`config.mk`:
```
export PLATFORM = sky130hd
export DESIGN_NAME = source_tokenizer_top_flat
export DESIGN_NICKNAME = d
export VERILOG_FILES = /design/src/rtl/stok_pkg.sv /design/src/rtl/stok_if.sv /design/src/rtl/stok_front.sv /design/src/rtl/stok_fifo.sv /design/src/rtl/stok_back.sv /design/src/rtl/source_tokenizer_top.sv /design/src/flat_wrapper.sv
export VERILOG_INCLUDE_DIRS = /design/src /design/src/rtl
export SDC_FILE = /design/constraint.sdc
export NUM_CORES = 1
export LEC_CHECK = 0
export ABC_AREA = 1
export BUFFER_PORTS_ARGS = -buffer_cell sky130_fd_sc_hd__buf_2
export CAP_MARGIN = 20
export CORE_MARGIN = 4
export CORE_UTILIZATION = 37
export CTS_CLUSTER_SIZE = 20
export DETAILED_ROUTE_END_ITERATION = 10
export PLACE_DENSITY_LB_ADDON = 0.08
export SETUP_SLACK_MARGIN = 0.3
export SYNTH_ARGS = -nofsm -noshare
export SYNTH_HDL_FRONTEND = slang
export SYNTH_SLANG_ARGS = --single-unit
```
`constraint.sdc`:
```
create_clock -name clk -period 10.1 [get_ports clk]
set_input_delay 1.01 -clock clk [delete_from_list [all_inputs] [get_ports clk]]
set_output_delay 1.01 -clock clk [all_outputs]
set_load 0.02 [all_outputs]
```
`src/rtl/source_tokenizer_top_defines.svh`:
```
// Assertion macros used by the tokenizer's token queue.
// Each one samples on clk and is disabled while rst_n is low.
`ifndef SOURCE_TOKENIZER_TOP_DEFINES_SVH
`define SOURCE_TOKENIZER_TOP_DEFINES_SVH

// The condition implies the consequence in the same cycle.
`define STOK_ASSERT_NOW(lbl, cond, cons) \
    lbl: assert property (@(posedge clk) disable iff (!rst_n) (cond) |-> (cons)) \
        else $error("stok: same-cycle check failed");

// The condition implies the consequence in the next cycle.
`define STOK_ASSERT_NEXT(lbl, cond, cons) \
    lbl: assert property (@(posedge clk) disable iff (!rst_n) (cond) |=> (cons)) \
        else $error("stok: next-cycle check failed");

`endif

```
`src/rtl/stok_pkg.sv`:
```
package stok_pkg;

    typedef enum logic [3:0] {
        M_IDLE,
        M_IDENT,
        M_NUMBER,
        M_STRING,
        M_SLASH,
        M_OP2,
        M_LINE,
        M_BLOCK,
        M_BSTAR
    } mode_t;

    localparam logic [5:0] K_LPAREN   = 6'd0;
    localparam logic [5:0] K_RPAREN   = 6'd1;
    localparam logic [5:0] K_LBRACE   = 6'd2;
    localparam logic [5:0] K_RBRACE   = 6'd3;
    localparam logic [5:0] K_SEMI     = 6'd4;
    localparam logic [5:0] K_COMMA    = 6'd5;
    localparam logic [5:0] K_DOT      = 6'd6;
    localparam logic [5:0] K_MINUS    = 6'd7;
    localparam logic [5:0] K_PLUS     = 6'd8;
    localparam logic [5:0] K_SLASH    = 6'd9;
    localparam logic [5:0] K_STAR     = 6'd10;
    localparam logic [5:0] K_BANG     = 6'd11;
    localparam logic [5:0] K_EQUAL    = 6'd13;
    localparam logic [5:0] K_LESS     = 6'd15;
    localparam logic [5:0] K_GREATER  = 6'd17;
    localparam logic [5:0] K_STRING   = 6'd19;
    localparam logic [5:0] K_NUMBER   = 6'd20;
    localparam logic [5:0] K_IDENT    = 6'd21;
    localparam logic [5:0] K_EOF      = 6'd37;
    localparam logic [5:0] K_ERROR    = 6'd38;

    localparam logic [1:0] E_NONE     = 2'd0;
    localparam logic [1:0] E_UNTERM   = 2'd1;
    localparam logic [1:0] E_UNEXP    = 2'd2;

    localparam logic [23:0] LINE_LIMIT = 24'hFFFFFF;
    localparam logic [15:0] LEN_LIMIT  = 16'hFFFF;

    // Keyword spellings, right-justified: last character in the low byte.
    localparam logic [63:0] KW_TEXT [16] = '{
        64'("break"), 64'("else"), 64'("null"), 64'("return"), 64'("while"),
        64'("class"), 64'("continue"), 64'("switch"), 64'("super"),
        64'("false"), 64'("for"), 64'("fun"), 64'("this"), 64'("true"),
        64'("if"), 64'("i32")
    };
    localparam logic [3:0] KW_LEN [16] = '{
        4'd5, 4'd4, 4'd4, 4'd6, 4'd5, 4'd5, 4'd8, 4'd6,
        4'd5, 4'd5, 4'd3, 4'd3, 4'd4, 4'd4, 4'd2, 4'd3
    };
    localparam logic [5:0] KW_KIND [16] = '{
        6'd22, 6'd23, 6'd24, 6'd25, 6'd26, 6'd27, 6'd28, 6'd29,
        6'd30, 6'd31, 6'd32, 6'd33, 6'd34, 6'd35, 6'd36, K_NUMBER
    };

    typedef struct packed {
        logic [5:0]  kind;
        logic [1:0]  err_code;
        logic [23:0] start_offset;
        logic [15:0] token_length;
        logic [23:0] line_number;
    } tok_t;

    // Tokens caused by one input byte; tok[0] goes out first.
    typedef struct packed {
        tok_t [1:0] tok;
        logic [1:0] cnt;
    } rec_t;

    function automatic logic is_alpha(logic [7:0] c);
        return (c >= "a" && c <= "z") || (c >= "A" && c <= "Z") || c == "_";
    endfunction

    function automatic logic is_digit(logic [7:0] c);
        return c >= "0" && c <= "9";
    endfunction

    function automatic logic [5:0] single_kind(logic [7:0] c);
        logic [5:0] k;
        case (c)
            "!":     k = K_BANG;
            "=":     k = K_EQUAL;
            "<":     k = K_LESS;
            default: k = K_GREATER;
        endcase
        return k;
    endfunction

    // len is 0 when the word is too long to be a keyword.
    function automatic logic [5:0] word_kind(logic [7:0][7:0] pfx, logic [3:0] len);
        logic [5:0] k;
        logic       hit;
        k = K_IDENT;
        for (int w = 0; w < 16; w++) begin
            hit = (len == KW_LEN[w]);
            for (int i = 0; i < 8; i++) begin
                if (i < int'(KW_LEN[w])) begin
                    hit = hit && (pfx[i] == KW_TEXT[w][8*(int'(KW_LEN[w])-1-i) +: 8]);
                end
            end
            if (hit) begin
                k = KW_KIND[w];
            end
        end
        return k;
    endfunction

endpackage

```
`src/rtl/stok_if.sv`:
```
interface stok_in_if;
    import stok_pkg::*;
    logic       valid;
    logic       ready;
    logic [7:0] ch;
    logic       end_of_source;

    modport source (output valid, output ch, output end_of_source, input ready);
    modport sink   (input valid, input ch, input end_of_source, output ready);
endinterface

interface stok_out_if;
    import stok_pkg::*;
    logic        valid;
    logic        ready;
    logic [5:0]  kind;
    logic [1:0]  err_code;
    logic [23:0] start_offset;
    logic [15:0] token_length;
    logic [23:0] line_number;
    logic        last;

    modport source (output valid, output kind, output err_code, output start_offset,
                    output token_length, output line_number, output last, input ready);
    modport sink   (input valid, input kind, input err_code, input start_offset,
                    input token_length, input line_number, input last, output ready);
endinterface

```
`src/rtl/stok_front.sv`:
```
module stok_front
    import stok_pkg::*;
#(
    parameter int OFFSET_BITS = 24,
    parameter int KEYWORD_MAX = 8
)(
    input  logic        clk,
    input  logic        rst_n,
    stok_in_if.sink     src,
    input  logic        full,
    output logic        push,
    output rec_t        rec
);

    localparam int IW = $clog2(KEYWORD_MAX);
    localparam logic [OFFSET_BITS-1:0] POS_LIMIT = '1;

    mode_t                  mode_reg,  mode_next;
    logic [OFFSET_BITS-1:0] pos_reg,   pos_next;
    logic [OFFSET_BITS-1:0] start_reg, start_next;
    logic [23:0]            line_reg,  line_next;
    logic [15:0]            len_reg,   len_next;
    logic [7:0]             pend_reg,  pend_next;
    logic [7:0]             pfx_reg [KEYWORD_MAX];

    logic          pfx_we;
    logic [IW-1:0] pfx_idx;
    logic [7:0]    c;
    logic          accept, rescan, a_v, b_v, p_v, p_err;
    tok_t          a_tok, b_tok;
    logic [5:0]    p_kind, wkind;
    logic [23:0]   line_inc;
    logic [15:0]   len_inc;
    logic [7:0][7:0] pfx8;

    function automatic tok_t mk(logic [5:0] k, logic [1:0] e,
                                logic [OFFSET_BITS-1:0] s, logic [15:0] l,
                                logic [23:0] ln);
        tok_t t;
        t.kind         = k;
        t.err_code     = e;
        t.start_offset = 24'(s);
        t.token_length = l;
        t.line_number  = ln;
        return t;
    endfunction

    assign c       = src.ch;
    assign src.ready = !full;
    assign accept  = src.valid && !full;

    always_comb
    begin
        for (int i = 0; i < 8; i++)
        begin
            pfx8[i] = pfx_reg[i];
        end
    end

    assign wkind    = word_kind(pfx8, (len_reg <= 16'd8) ? len_reg[3:0] : 4'd0);
    assign line_inc = (line_reg == LINE_LIMIT) ? line_reg : line_reg + 24'd1;
    assign len_inc  = (len_reg == LEN_LIMIT) ? len_reg : len_reg + 16'd1;

    always_comb
    begin
        mode_next  = mode_reg;
        pos_next   = pos_reg;
        start_next = start_reg;
        line_next  = line_reg;
        len_next   = len_reg;
        pend_next  = pend_reg;
        pfx_we     = 1'b0;
        pfx_idx    = '0;
        a_v = 1'b0; a_tok = '0;
        b_v = 1'b0; b_tok = '0;
        rescan = 1'b0;
        p_v = 1'b0; p_err = 1'b0; p_kind = K_LPAREN;
        if (src.end_of_source)
        begin
            // Flush the pending token, close with eof, return to reset.
            case (mode_reg)
                M_IDENT:  begin a_v = 1'b1; a_tok = mk(wkind, E_NONE, start_reg, len_reg, line_reg); end
                M_NUMBER: begin a_v = 1'b1; a_tok = mk(K_NUMBER, E_NONE, start_reg, len_reg, line_reg); end
                M_STRING: begin a_v = 1'b1; a_tok = mk(K_ERROR, E_UNTERM, start_reg, 16'd0, line_reg); end
                M_SLASH:  begin a_v = 1'b1; a_tok = mk(K_SLASH, E_NONE, start_reg, 16'd1, line_reg); end
                M_OP2:    begin a_v = 1'b1;
                                a_tok = mk(single_kind(pend_reg), E_NONE, start_reg, 16'd1, line_reg); end
                default:  ;
            endcase
            b_v = 1'b1;
            b_tok = mk(K_EOF, E_NONE, pos_reg, 16'd0, line_reg);
            mode_next  = M_IDLE;
            pos_next   = '0;
            start_next = '0;
            line_next  = '0;
            len_next   = '0;
            pend_next  = '0;
        end
        else
        begin
            case (mode_reg)
                M_IDENT:
                begin
                    if (is_alpha(c) || is_digit(c))
                    begin
                        if (len_reg < 16'(KEYWORD_MAX))
                        begin
                            pfx_we  = 1'b1;
                            pfx_idx = len_reg[IW-1:0];
                        end
                        len_next = len_inc;
                    end
                    else
                    begin
                        a_v = 1'b1; a_tok = mk(wkind, E_NONE, start_reg, len_reg, line_reg);
                        rescan = 1'b1;
                    end
                end
                M_NUMBER:
                begin
                    if (is_digit(c))
                    begin
                        len_next = len_inc;
                    end
                    else
                    begin
                        a_v = 1'b1; a_tok = mk(K_NUMBER, E_NONE, start_reg, len_reg, line_reg);
                        rescan = 1'b1;
                    end
                end
                M_STRING:
                begin
                    len_next = len_inc;
                    if (c == "\n")
                    begin
                        line_next = line_inc;
                    end
                    if (c == "\"")
                    begin
                        a_v = 1'b1; a_tok = mk(K_STRING, E_NONE, start_reg, len_inc, line_reg);
                        mode_next = M_IDLE;
                    end
                end
                M_SLASH:
                begin
                    if (c == "/")
                    begin
                        mode_next = M_LINE;
                    end
                    else if (c == "*")
                    begin
                        mode_next = M_BLOCK;
                    end
                    else
                    begin
                        a_v = 1'b1; a_tok = mk(K_SLASH, E_NONE, start_reg, 16'd1, line_reg);
                        rescan = 1'b1;
                    end
                end
                M_OP2:
                begin
                    if (c == "=")
                    begin
                        a_v = 1'b1;
                        a_tok = mk(single_kind(pend_reg) + 6'd1, E_NONE, start_reg, 16'd2, line_reg);
                        mode_next = M_IDLE;
                    end
                    else
                    begin
                        a_v = 1'b1;
                        a_tok = mk(single_kind(pend_reg), E_NONE, start_reg, 16'd1, line_reg);
                        rescan = 1'b1;
                    end
                end
                M_LINE:
                begin
                    if (c == "\n")
                    begin
                        line_next = line_inc;
                        mode_next = M_IDLE;
                    end
                end
                M_BLOCK:
                begin
                    if (c == "\n")
                    begin
                        line_next = line_inc;
                    end
                    else if (c == "*")
                    begin
                        mode_next = M_BSTAR;
                    end
                end
                M_BSTAR:
                begin
                    if (c == "/")
                    begin
                        mode_next = M_IDLE;
                    end
                    else if (c != "*")
                    begin
                        if (c == "\n")
                        begin
                            line_next = line_inc;
                        end
                        mode_next = M_BLOCK;
                    end
                end
                default: rescan = 1'b1;
            endcase

            if (rescan)
            begin
                // Scan the byte as the first of a new token.
                mode_next  = M_IDLE;
                start_next = pos_reg;
                len_next   = 16'd1;
                if (c == " " || c == "\r" || c == "\t")
                begin
                end
                else if (c == "\n")
                begin
                    line_next = line_inc;
                end
                else if (is_alpha(c))
                begin
                    mode_next = M_IDENT;
                    pfx_we    = 1'b1;
                    pfx_idx   = '0;
                end
                else if (is_digit(c))
                begin
                    mode_next = M_NUMBER;
                end
                else
                begin
                    case (c)
                        "\"": mode_next = M_STRING;
                        "/":  mode_next = M_SLASH;
                        "!", "=", "<", ">":
                        begin
                            mode_next = M_OP2;
                            pend_next = c;
                        end
                        "(": begin p_v = 1'b1; p_kind = K_LPAREN; end
                        ")": begin p_v = 1'b1; p_kind = K_RPAREN; end
                        "{": begin p_v = 1'b1; p_kind = K_LBRACE; end
                        "}": begin p_v = 1'b1; p_kind = K_RBRACE; end
                        ";": begin p_v = 1'b1; p_kind = K_SEMI;   end
                        ",": begin p_v = 1'b1; p_kind = K_COMMA;  end
                        ".": begin p_v = 1'b1; p_kind = K_DOT;    end
                        "-": begin p_v = 1'b1; p_kind = K_MINUS;  end
                        "+": begin p_v = 1'b1; p_kind = K_PLUS;   end
                        "*": begin p_v = 1'b1; p_kind = K_STAR;   end
                        default: p_err = 1'b1;
                    endcase
                end
                if (p_v)
                begin
                    b_v = 1'b1; b_tok = mk(p_kind, E_NONE, pos_reg, 16'd1, line_reg);
                end
                else if (p_err)
                begin
                    b_v = 1'b1; b_tok = mk(K_ERROR, E_UNEXP, pos_reg, 16'd0, line_reg);
                end
            end
            pos_next = (pos_reg == POS_LIMIT) ? pos_reg : pos_reg + 1'b1;
        end
    end

    always_comb
    begin
        rec.cnt    = {1'b0, a_v} + {1'b0, b_v};
        rec.tok[0] = a_v ? a_tok : b_tok;
        rec.tok[1] = b_tok;
    end

    assign push = accept && (a_v || b_v);

    always_ff @(posedge clk or negedge rst_n)
    begin
        if (!rst_n)
        begin
            mode_reg  <= M_IDLE;
            pos_reg   <= '0;
            start_reg <= '0;
            line_reg  <= '0;
            len_reg   <= '0;
            pend_reg  <= '0;
        end
        else if (accept)
        begin
            mode_reg  <= mode_next;
            pos_reg   <= pos_next;
            start_reg <= start_next;
            line_reg  <= line_next;
            len_reg   <= len_next;
            pend_reg  <= pend_next;
        end
    end

    always_ff @(posedge clk)
    begin
        if (accept && pfx_we)
        begin
            pfx_reg[pfx_idx] <= c;
        end
    end

endmodule

```
`src/rtl/stok_fifo.sv`:
```
`include "source_tokenizer_top_defines.svh"

module stok_fifo
    import stok_pkg::*;
#(
    parameter int WIDTH = 8,
    parameter int DEPTH = 4
)(
    input  logic             clk,
    input  logic             rst_n,
    input  logic             push,
    input  logic [WIDTH-1:0] wdata,
    input  logic             pop,
    output logic [WIDTH-1:0] rdata,
    output logic             full,
    output logic             empty
);

    localparam int PW = (DEPTH > 1) ? $clog2(DEPTH) : 1;
    localparam int CW = $clog2(DEPTH + 1);

    logic [WIDTH-1:0] mem_reg [DEPTH];
    logic [PW-1:0]    wr_reg, wr_next, rd_reg, rd_next;
    logic [CW-1:0]    count_reg, count_next;

    function automatic logic [PW-1:0] wrap(logic [PW-1:0] p);
        return (p == PW'(DEPTH - 1)) ? '0 : p + 1'b1;
    endfunction

    assign full  = (count_reg == CW'(DEPTH));
    assign empty = (count_reg == '0);
    assign rdata = mem_reg[rd_reg];

    always_comb
    begin
        wr_next    = push ? wrap(wr_reg) : wr_reg;
        rd_next    = pop ? wrap(rd_reg) : rd_reg;
        count_next = count_reg + CW'(push) - CW'(pop);
    end

    always_ff @(posedge clk or negedge rst_n)
    begin
        if (!rst_n)
        begin
            wr_reg    <= '0;
            rd_reg    <= '0;
            count_reg <= '0;
        end
        else
        begin
            wr_reg    <= wr_next;
            rd_reg    <= rd_next;
            count_reg <= count_next;
        end
    end

    always_ff @(posedge clk)
    begin
        if (push)
        begin
            mem_reg[wr_reg] <= wdata;
        end
    end

    `STOK_ASSERT_NOW(a_no_overflow, push, count_reg != CW'(DEPTH))
    `STOK_ASSERT_NOW(a_no_underflow, pop, count_reg != '0)
    `STOK_ASSERT_NEXT(a_push_fills, push && !pop, count_reg != '0)

endmodule

```
`src/rtl/stok_back.sv`:
```
module stok_back
    import stok_pkg::*;
(
    input  logic        clk,
    input  logic        rst_n,
    input  rec_t        head,
    input  logic        empty,
    output logic        pop,
    stok_out_if.source  tok
);

    logic idx_reg, idx_next;
    logic fin, take;
    tok_t cur;

    assign cur  = idx_reg ? head.tok[1] : head.tok[0];
    assign fin  = idx_reg || (head.cnt == 2'd1);
    assign take = tok.valid && tok.ready;
    assign pop  = take && fin;

    assign tok.valid        = !empty;
    assign tok.kind         = cur.kind;
    assign tok.err_code     = cur.err_code;
    assign tok.start_offset = cur.start_offset;
    assign tok.token_length = cur.token_length;
    assign tok.line_number  = cur.line_number;
    assign tok.last         = fin;

    always_comb
    begin
        idx_next = idx_reg;
        if (take)
        begin
            idx_next = !fin;
        end
    end

    always_ff @(posedge clk or negedge rst_n)
    begin
        if (!rst_n)
        begin
            idx_reg <= 1'b0;
        end
        else
        begin
            idx_reg <= idx_next;
        end
    end

endmodule

```
`src/rtl/source_tokenizer_top.sv`:
```
// Channel | Dir | Payload                                             | Role
// src     | in  | ch, end_of_source                                   | one source byte
// tok     | out | kind, err_code, start_offset, token_length,         | one token
//         |     | line_number, last                                   |
//
// One byte is taken per cycle while src is ready; the scanner updates its mode in that cycle.
// A byte yields zero, one or two tokens; the output side sends one token per
// cycle while tok is ready, so a run of two-token bytes is bounded by the output port.
// Reset (rst_n low, asynchronous) returns the scanner to idle at offset 0,
// line 0 and empties the token queue.
// src stalls only when the four-entry token queue is full; tok stalls hold
// the queue head until taken.
module source_tokenizer_top
    import stok_pkg::*;
#(
    parameter int OFFSET_BITS = 24,
    parameter int KEYWORD_MAX = 8
)(
    input  logic       clk,
    input  logic       rst_n,
    stok_in_if.sink    src,
    stok_out_if.source tok
);

    localparam int QUEUE_DEPTH = 4;

    rec_t push_rec, head_rec;
    logic push, pop, full, empty;
    logic [$bits(rec_t)-1:0] head_bits;

    // Front: classify each byte and build the tokens it closes.
    stok_front #(
        .OFFSET_BITS (OFFSET_BITS),
        .KEYWORD_MAX (KEYWORD_MAX)
    ) u_front (
        .clk   (clk),
        .rst_n (rst_n),
        .src   (src),
        .full  (full),
        .push  (push),
        .rec   (push_rec)
    );

    // Queue: decouple scanning from token delivery.
    stok_fifo #(
        .WIDTH ($bits(rec_t)),
        .DEPTH (QUEUE_DEPTH)
    ) u_fifo (
        .clk   (clk),
        .rst_n (rst_n),
        .push  (push),
        .wdata (push_rec),
        .pop   (pop),
        .rdata (head_bits),
        .full  (full),
        .empty (empty)
    );

    assign head_rec = rec_t'(head_bits);

    // Back: send each queued token, mark the last of each byte.
    stok_back u_back (
        .clk   (clk),
        .rst_n (rst_n),
        .head  (head_rec),
        .empty (empty),
        .pop   (pop),
        .tok   (tok)
    );

endmodule

```
`src/flat_wrapper.sv`:
```
// flat-port wrapper written by rule: the top's interface ports become plain ports
module source_tokenizer_top_flat import stok_pkg::*;
#(
    parameter int OFFSET_BITS = 24,
    parameter int KEYWORD_MAX = 8
)
  (clk, rst_n, src_valid, src_ch, src_end_of_source, src_ready, tok_valid, tok_kind, tok_err_code, tok_start_offset, tok_token_length, tok_line_number, tok_last, tok_ready);
  stok_in_if src_i ();
  stok_out_if tok_i ();
  input  logic clk;
  input  logic rst_n;
  input wire logic [$bits(src_i.valid)-1:0] src_valid;
  input wire logic [$bits(src_i.ch)-1:0] src_ch;
  input wire logic [$bits(src_i.end_of_source)-1:0] src_end_of_source;
  output wire logic [$bits(src_i.ready)-1:0] src_ready;
  output wire logic [$bits(tok_i.valid)-1:0] tok_valid;
  output wire logic [$bits(tok_i.kind)-1:0] tok_kind;
  output wire logic [$bits(tok_i.err_code)-1:0] tok_err_code;
  output wire logic [$bits(tok_i.start_offset)-1:0] tok_start_offset;
  output wire logic [$bits(tok_i.token_length)-1:0] tok_token_length;
  output wire logic [$bits(tok_i.line_number)-1:0] tok_line_number;
  output wire logic [$bits(tok_i.last)-1:0] tok_last;
  input wire logic [$bits(tok_i.ready)-1:0] tok_ready;
  assign src_i.valid = src_valid;
  assign src_i.ch = src_ch;
  assign src_i.end_of_source = src_end_of_source;
  assign src_ready = src_i.ready;
  assign tok_valid = tok_i.valid;
  assign tok_kind = tok_i.kind;
  assign tok_err_code = tok_i.err_code;
  assign tok_start_offset = tok_i.start_offset;
  assign tok_token_length = tok_i.token_length;
  assign tok_line_number = tok_i.line_number;
  assign tok_last = tok_i.last;
  assign tok_i.ready = tok_ready;
  source_tokenizer_top #(.OFFSET_BITS(OFFSET_BITS), .KEYWORD_MAX(KEYWORD_MAX)) u_core (.clk(clk), .rst_n(rst_n), .src(src_i), .tok(tok_i));
endmodule
```
-- After elaboration in Yosys (flattened, before gate mapping)
Memory sizes are Yosys's and may differ from the RTL's.
Cells that the tools add are included.
- memories: 2
- RAM bits: 648
- word-level logic and storage cells: 375
- output and inout bits: 75
- flip-flop bits (word level): 108
- input bits: 13
- muxes and demuxes: 135
- equality and inequality tests: 107
- $add $sub $neg: 9
- reductions and logical operators: 104
- magnitude comparators: 8
- memory list (memory ; depth ; width ; rd ports ; clocked after memory_dff ; wr ports ; line ; RTL):
    u_core.u_fifo.mem_reg ; 4 ; 146 ; 1 ; 0 ; 1 ; stok_fifo.sv:22 ; logic [WIDTH-1:0] mem_reg [DEPTH];
    u_core.u_front.pfx_reg ; 8 ; 8 ; 8 ; 0 ; 1 ; stok_front.sv:24 ; logic [7:0] pfx_reg [KEYWORD_MAX];
- operators by type and width (cell ; count):
    $pmux W72 S5 ; 2
    $mux W72 ; 9
    $eq A8 B7 Y1 const B ; 49
    $mux W24 ; 12
    $eq A8 B6 Y1 const B ; 20
    $mux W71 ; 2
    $mux W70 ; 2
    $mux W6 ; 18
    $mux W16 ; 5
    $logic_and A1 B1 Y1 ; 78
    $mux W4 ; 16
    $mux W8 ; 7
    $add A24 B1 Y24 const B ; 2
    $eq A24 B24 Y1 const B ; 2
    $pmux W16 S3 ; 1
    $pmux W24 S2 ; 1
    $mux W1 ; 39
    $mux W3 ; 12
    $pmux W4 S9 ; 1
    $eq A4 B3 Y1 const B ; 7
    $ne A4 B4 Y1 const B ; 7
    $pmux W4 S6 ; 1
    $add A16 B1 Y16 const B ; 1
    $eq A16 B16 Y1 const B ; 1
    other kinds (40) ; 68

-- Depth between registers and ports, before layout
- depth after elaboration: 28
- depth in mapped cells: 20
- mapped depth without buffers: 19

-- Modules after synthesis
From an unflattened synthesis, not the netlist that was laid out.
- cells, all modules: 4152
- area, all modules: 37016.8 µm²
- by module, submodules not included (module ; area an instance (µm²) ; cells an instance ; seq. area each (µm²) ; instances):
    stok_fifo ; 24940.2 ; 2338 ; 17712.0 ; 1
    stok_front ; 11061.9 ; 1569 ; 4424.2 ; 1
    stok_back ; 1014.7 ; 245 ; 25.0 ; 1

-- Worst setup path before layout
OpenSTA, ideal clock, no wires.
- path kind: input -> register
- start point: input src_ch[1]
- end point: memory u_core.u_fifo.mem_reg[0][0] (netlist bit) (enable)
- stages on the path: 16
- required time: 9.481 ns
- setup time: 0.619 ns
- arrival: 8.231 ns
- path buffers: 1
- setup slack: 1.250 ns
- cell sequence: nor2_1 -> nand3_1 -> nand2_1 -> a21oi_1 -> o21ai_2 -> nand2_2 -> or2_1 -> nor2_2 -> nand2_2 -> nand2_4 -> nor2_8 -> buf_2 -> ha_1 -> nor2_1 -> inv_1 -> nor2_1
- longest elaborated chain between the ends: 17
- elaborated cells between the ends (all ways): 69
- those cells by class: order compare (6); eq/ne (21); mux (30); reduce/logical (12)
- RTL lines (what ; line ; RTL):
    start: declaration ; flat_wrapper.sv:13 ; input wire logic [$bits(src_i.ch)-1:0] src_ch;
    $eq A8 B6 Y1, or another cell as far along ; stok_front.sv:138, stok_front.sv:237 ;
    $reduce_or A16 Y1 (no source line) / $logic_and A1 B1 Y1 (equally long branches) ; - ;
    $mux W1 / $logic_or A1 B1 Y1 (equally long branches) ; stok_front.sv:237, stok_pkg.sv:74 ;
    $mux W1 / $logic_or A1 B1 Y1 (equally long branches) ; stok_front.sv:231, stok_pkg.sv:74 ;
    $mux W1 ; stok_front.sv:225 ; else if (is_alpha(c))
    $mux W1 ; stok_front.sv:221 ; else if (c == "\n")
    $mux W1 ; stok_front.sv:218 ; if (c == " " || c == "\r" || c == "\t")
    $mux W1 ; stok_front.sv:212 ; if (rescan)
    (+2 left out) ; - ;
    $mux W1 ; stok_front.sv:258 ; if (p_v)
    $mux W1 ; stok_front.sv:212 ;
    $mux W1 ; stok_front.sv:78 ; if (src.end_of_source)
    $logic_or A1 B1 Y1 * ; stok_front.sv:278 ; assign push = accept && (a_v || b_v);
    $logic_and A1 B1 Y1 * ; stok_front.sv:278 ;
    named net u_core.push ; source_tokenizer_top.sv:28 ; logic push, pop, full, empty;
    $mux W1 * ; stok_fifo.sv:59 ; if (push)
    $mux W1 (implied by the code) * ; stok_fifo.sv:61 ; mem_reg[wr_reg] <= wdata;
    end: declaration ; stok_fifo.sv:22 ;
Mark *: on every way through the listed nets, which the timed path passes. The rest lies on a longest branch. The select of a mux whose other input is x is not followed.

-- Worst setup path after layout
- start point: register u_core.u_fifo.rd_reg[0]
- end point: output tok_line_number[3]
- longest elaborated chain between the ends: 2
- RTL lines (what ; line ; RTL):
    start: declaration ; stok_fifo.sv:23 ; logic [PW-1:0] wr_reg, wr_next, rd_reg, rd_next;
    start signal: assignment ; stok_fifo.sv:52 ; rd_reg <= rd_next;
    $mem_v2 Z4 W146 ; - ;
    $mux W72 ; stok_back.sv:16 ; assign cur = idx_reg ? head.tok[1] : head.tok[0];
    end: declaration ; flat_wrapper.sv:21 ; output wire logic [$bits(tok_i.line_number)-1:0] tok_line_number;
No other way between the ends.

==> summary.txt <==
outcome - finished clean
Req. time, crit path - 9.09 ns
Post-DP HPWL - 50.4 mm
syn nets - 3067
Worst slew margin - 30.3%
RSZ-0062 raised after global routing - no
maximum vdd drop - 0.000188 V
r2r worst-path depth - 15
Bufs on Longest Clock Path - 3
Die X - 298 um
Commonest cells post-synth - 641 x nor2_1, 580 x edfxtp_1, 371 x nand2_1
Seq/Total Area, Yosys - 64.8%
Yosys top cell area share - 56.1%
kind of critical path - register to output port
DR vias - 22100
dominant cell type by area after synthesis - edfxtp_1
final setup violation count - 0
Post-CTS Hold Buffers - 0
crit path to - tok_line_number[3]
root buf cell - clkbuf_16
P&R area growth vs syn - 12.7%
number of cell rows - 105
total gr overflow - 0
crit path max fanout - 116
Detailed Route WL - 83.5 mm
gr usage total - 18.6%
Finished Layout Cells - 4225
Mapped Cells - 3040
most frequent cell after synthesis - nor2_1
postcts setup bufs - 0
fin crit share - 56.3%
RD Place Congestion - 0.864
Reg area - 20100 um^2
largest net degree at the start of global routing - 117
IO Count - 88
Antenna Violating Nets Remaining - 0
vias in the first global route - 22000
Critical path origin - u_core.u_fifo.rd_reg[0]$_DFFE_PN0P_
Max-Cap Viols - 0
first-pass GRT wire length - 130 mm
minimum clock period - 5.69 ns
Worst-Skew Late Latency - 0.63 ns
share of cells above drive strength 1 - 10.0%
critical path arrival - 4.68 ns
clock sinks - 688
Clock transition at path regs - 0.06 ns
routed vias/inst - 5.24
Die Y - 298 um
Netlist cell types - 55
Die ar. - 88600 um^2
drt drc - 0
wire per inst - 19.8 um
core area - 82600 um^2
fillcell total - 7837
reg2reg start - u_core.u_front.mode_reg[2]$_DFFE_PN0P_
post-synthesis async set-or-reset flop share - 15.7%
Placed Cells - 4076
Synth Area per Inst - 10.2 um^2
Slew @ Worst Pin - 1.04 ns
Hold Vio Cnt, Final - 0
initial antenna violation count - 3
Layout Skew - 0.0207 ns
initial DRC count - 1335
Area contributors post-synth - edfxtp_1 56%, dfrtp_1 8.7%, nor2_1 7.8%
ys flop type - edfxtp_1
Pleak - 0.0128 uW
max reg flops - 516
TritonCTS clock tree - done
iteration count of the initial detailed-routing pass - 8
post-CTS sizing - 0
fin nets - 3115
CP Launch Type - register
setup_tns - 0 ns
PwrDens - 275 nW/um^2
area of the multi-input gates - 9410 um^2
Yosys warning count - 0
setup slack, reg-to-reg - 4.93 ns
Setup crit end kind - output port
CTS Buf Count - 79
Initial Utilization - 37.6%
RR Endpoint - u_core.u_fifo.mem_reg[3][58]$_DFFE_PP_
post-synthesis register bit count - 688
max frequency - 176 MHz
Port-buffer cells - 87
worst min-delay path class - primary input to asynchronous set/reset pin
# H-tree levels - 3
Netlist Area Pre-Place - 31000 um^2
Slew Limit Fails - 0
number of synthesized flops with an enable pin - 580
## worst min-delay path by stage
stage,cells past startpoint,to,slack (ns),startpoint
3_5_place_dp,2,u_core.u_front.pend_reg[6]$_DFFE_PN0P_,0.46,u_core.u_front.pend_reg[6]$_DFFE_PN0P_
6_report,1,u_core.u_front.start_reg[15]$_DFFE_PN0P_,0.45,rst_n
4_1_cts,1,u_core.u_front.start_reg[15]$_DFFE_PN0P_,0.46,rst_n
5_1_grt,1,u_core.u_front.start_reg[12]$_DFFE_PN0P_,0.50,rst_n
2_1_floorplan,2,u_core.u_front.pend_reg[6]$_DFFE_PN0P_,0.44,u_core.u_front.pend_reg[6]$_DFFE_PN0P_
3_3_place_gp,2,u_core.u_front.pend_reg[7]$_DFFE_PN0P_,0.46,u_core.u_front.pend_reg[7]$_DFFE_PN0P_
## cell families (layout without fill, tap and decap cells)
| kind of cell | count (synthesis) | after routing | synth area share, % |
|---|---|---|---|
| xor+xnor | 23 | 23 | 0.649 |
| simple gates | 1314 | 1314 | 18.1 |
| buf+inv | 393 | 507 | 4.94 |
| fa+ha+maj | 14 | 14 | 0.589 |
| other cells | 0 | 1 | 0 |
| flops | 688 | 688 | 64.8 |
| compound gates | 608 | 608 | 10.9 |
## layout by cell type (no fill, tap or decap), types with 4 or more instances in the layout
| cell | netlist | final |
|---|---|---|
| clkinv_1 | 5 | 17 |
| o31ai_1 | 11 | 11 |
| nand4_1 | 36 | 36 |
| o2111ai_1 | 7 | 7 |
| nand3_1 | 123 | 123 |
| a31oi_1 | 59 | 59 |
| nor2_2 | 17 | 17 |
| nand2_2 | 9 | 9 |
| clkbuf_8 | 0 | 6 |
| a21oi_1 | 56 | 56 |
| ha_1 | 13 | 13 |
| xor2_1 | 21 | 21 |
| clkbuf_1 | 119 | 22 |
| o22ai_1 | 74 | 74 |
| o211ai_1 | 5 | 5 |
| clkbuf_16 | 0 | 80 |
| buf_4 | 2 | 18 |
| nor3_2 | 4 | 4 |
| inv_1 | 224 | 221 |
| nor3_1 | 59 | 59 |
| o21ai_1 | 14 | 14 |
| nor2_1 | 641 | 637 |
| dfrtp_1 | 108 | 106 |
| nor2_4 | 16 | 20 |
| nor4_1 | 18 | 18 |
| buf_2 | 13 | 86 |
| edfxtp_1 | 580 | 580 |
| inv_2 | 22 | 22 |
| nand2_1 | 371 | 371 |
| clkinv_2 | 0 | 14 |
| o221ai_1 | 11 | 11 |
| inv_6 | 0 | 5 |
| buf_12 | 0 | 4 |
| o21ai_0 | 355 | 355 |
## cell type report
cell class,count,area share (%)
inverters,251,2.72
clock buffers,108,6.20
repair buffers,109,1.92
diodes,1,0.00715
multi-input cells,1959,26.9
well taps,1070,3.83
clock inverters,39,0.873
flip-flops and latches,688,57.5
## per-layer routing
layer	track usage, %	share of wire, %
met5	0	0
met4	4.37	1.8
met3	2.31	3.5
met2	31.3	48
met1	25.7	47
## report_power, final
group	internal, uW	switching, uW
registers	3650	205
logic	797	2270
clock network	1560	1140
total	6010	3610
## worst max-delay path, stage by stage (launching register included)
cell and delay (ns):
dfrtp_4 0.74, inv_6 0.67, buf_4 0.63, buf_4 0.79
o21ai_0 0.20, o22ai_1 0.19, nor2_1 0.06, a31oi_1 0.41
buf_2 0.26
## metrics by stage
| step | area (um^2) | hold WS [ns] | setup slack (ns) | utilization [%] | power, uW |
|---|---|---|---|---|---|
| final | 35000 | 0.452 | 4.41 | 42.3 | 9620 |
| after global routing | 35000 | 0.496 | 3.99 | 42.3 | 10200 |
| after CTS | 34900 | 0.457 | 4.23 | 42.3 | 9770 |
| after detailed placement | 32500 | 0.464 | 4.11 | 39.3 | 7040 |
| after global placement | 32500 | 0.458 | 4.22 | 39.3 | 6990 |
| after floorplan | 31000 | 0.437 | 1.25 | - | 5960 |
(Power assumes the default switching activity.)
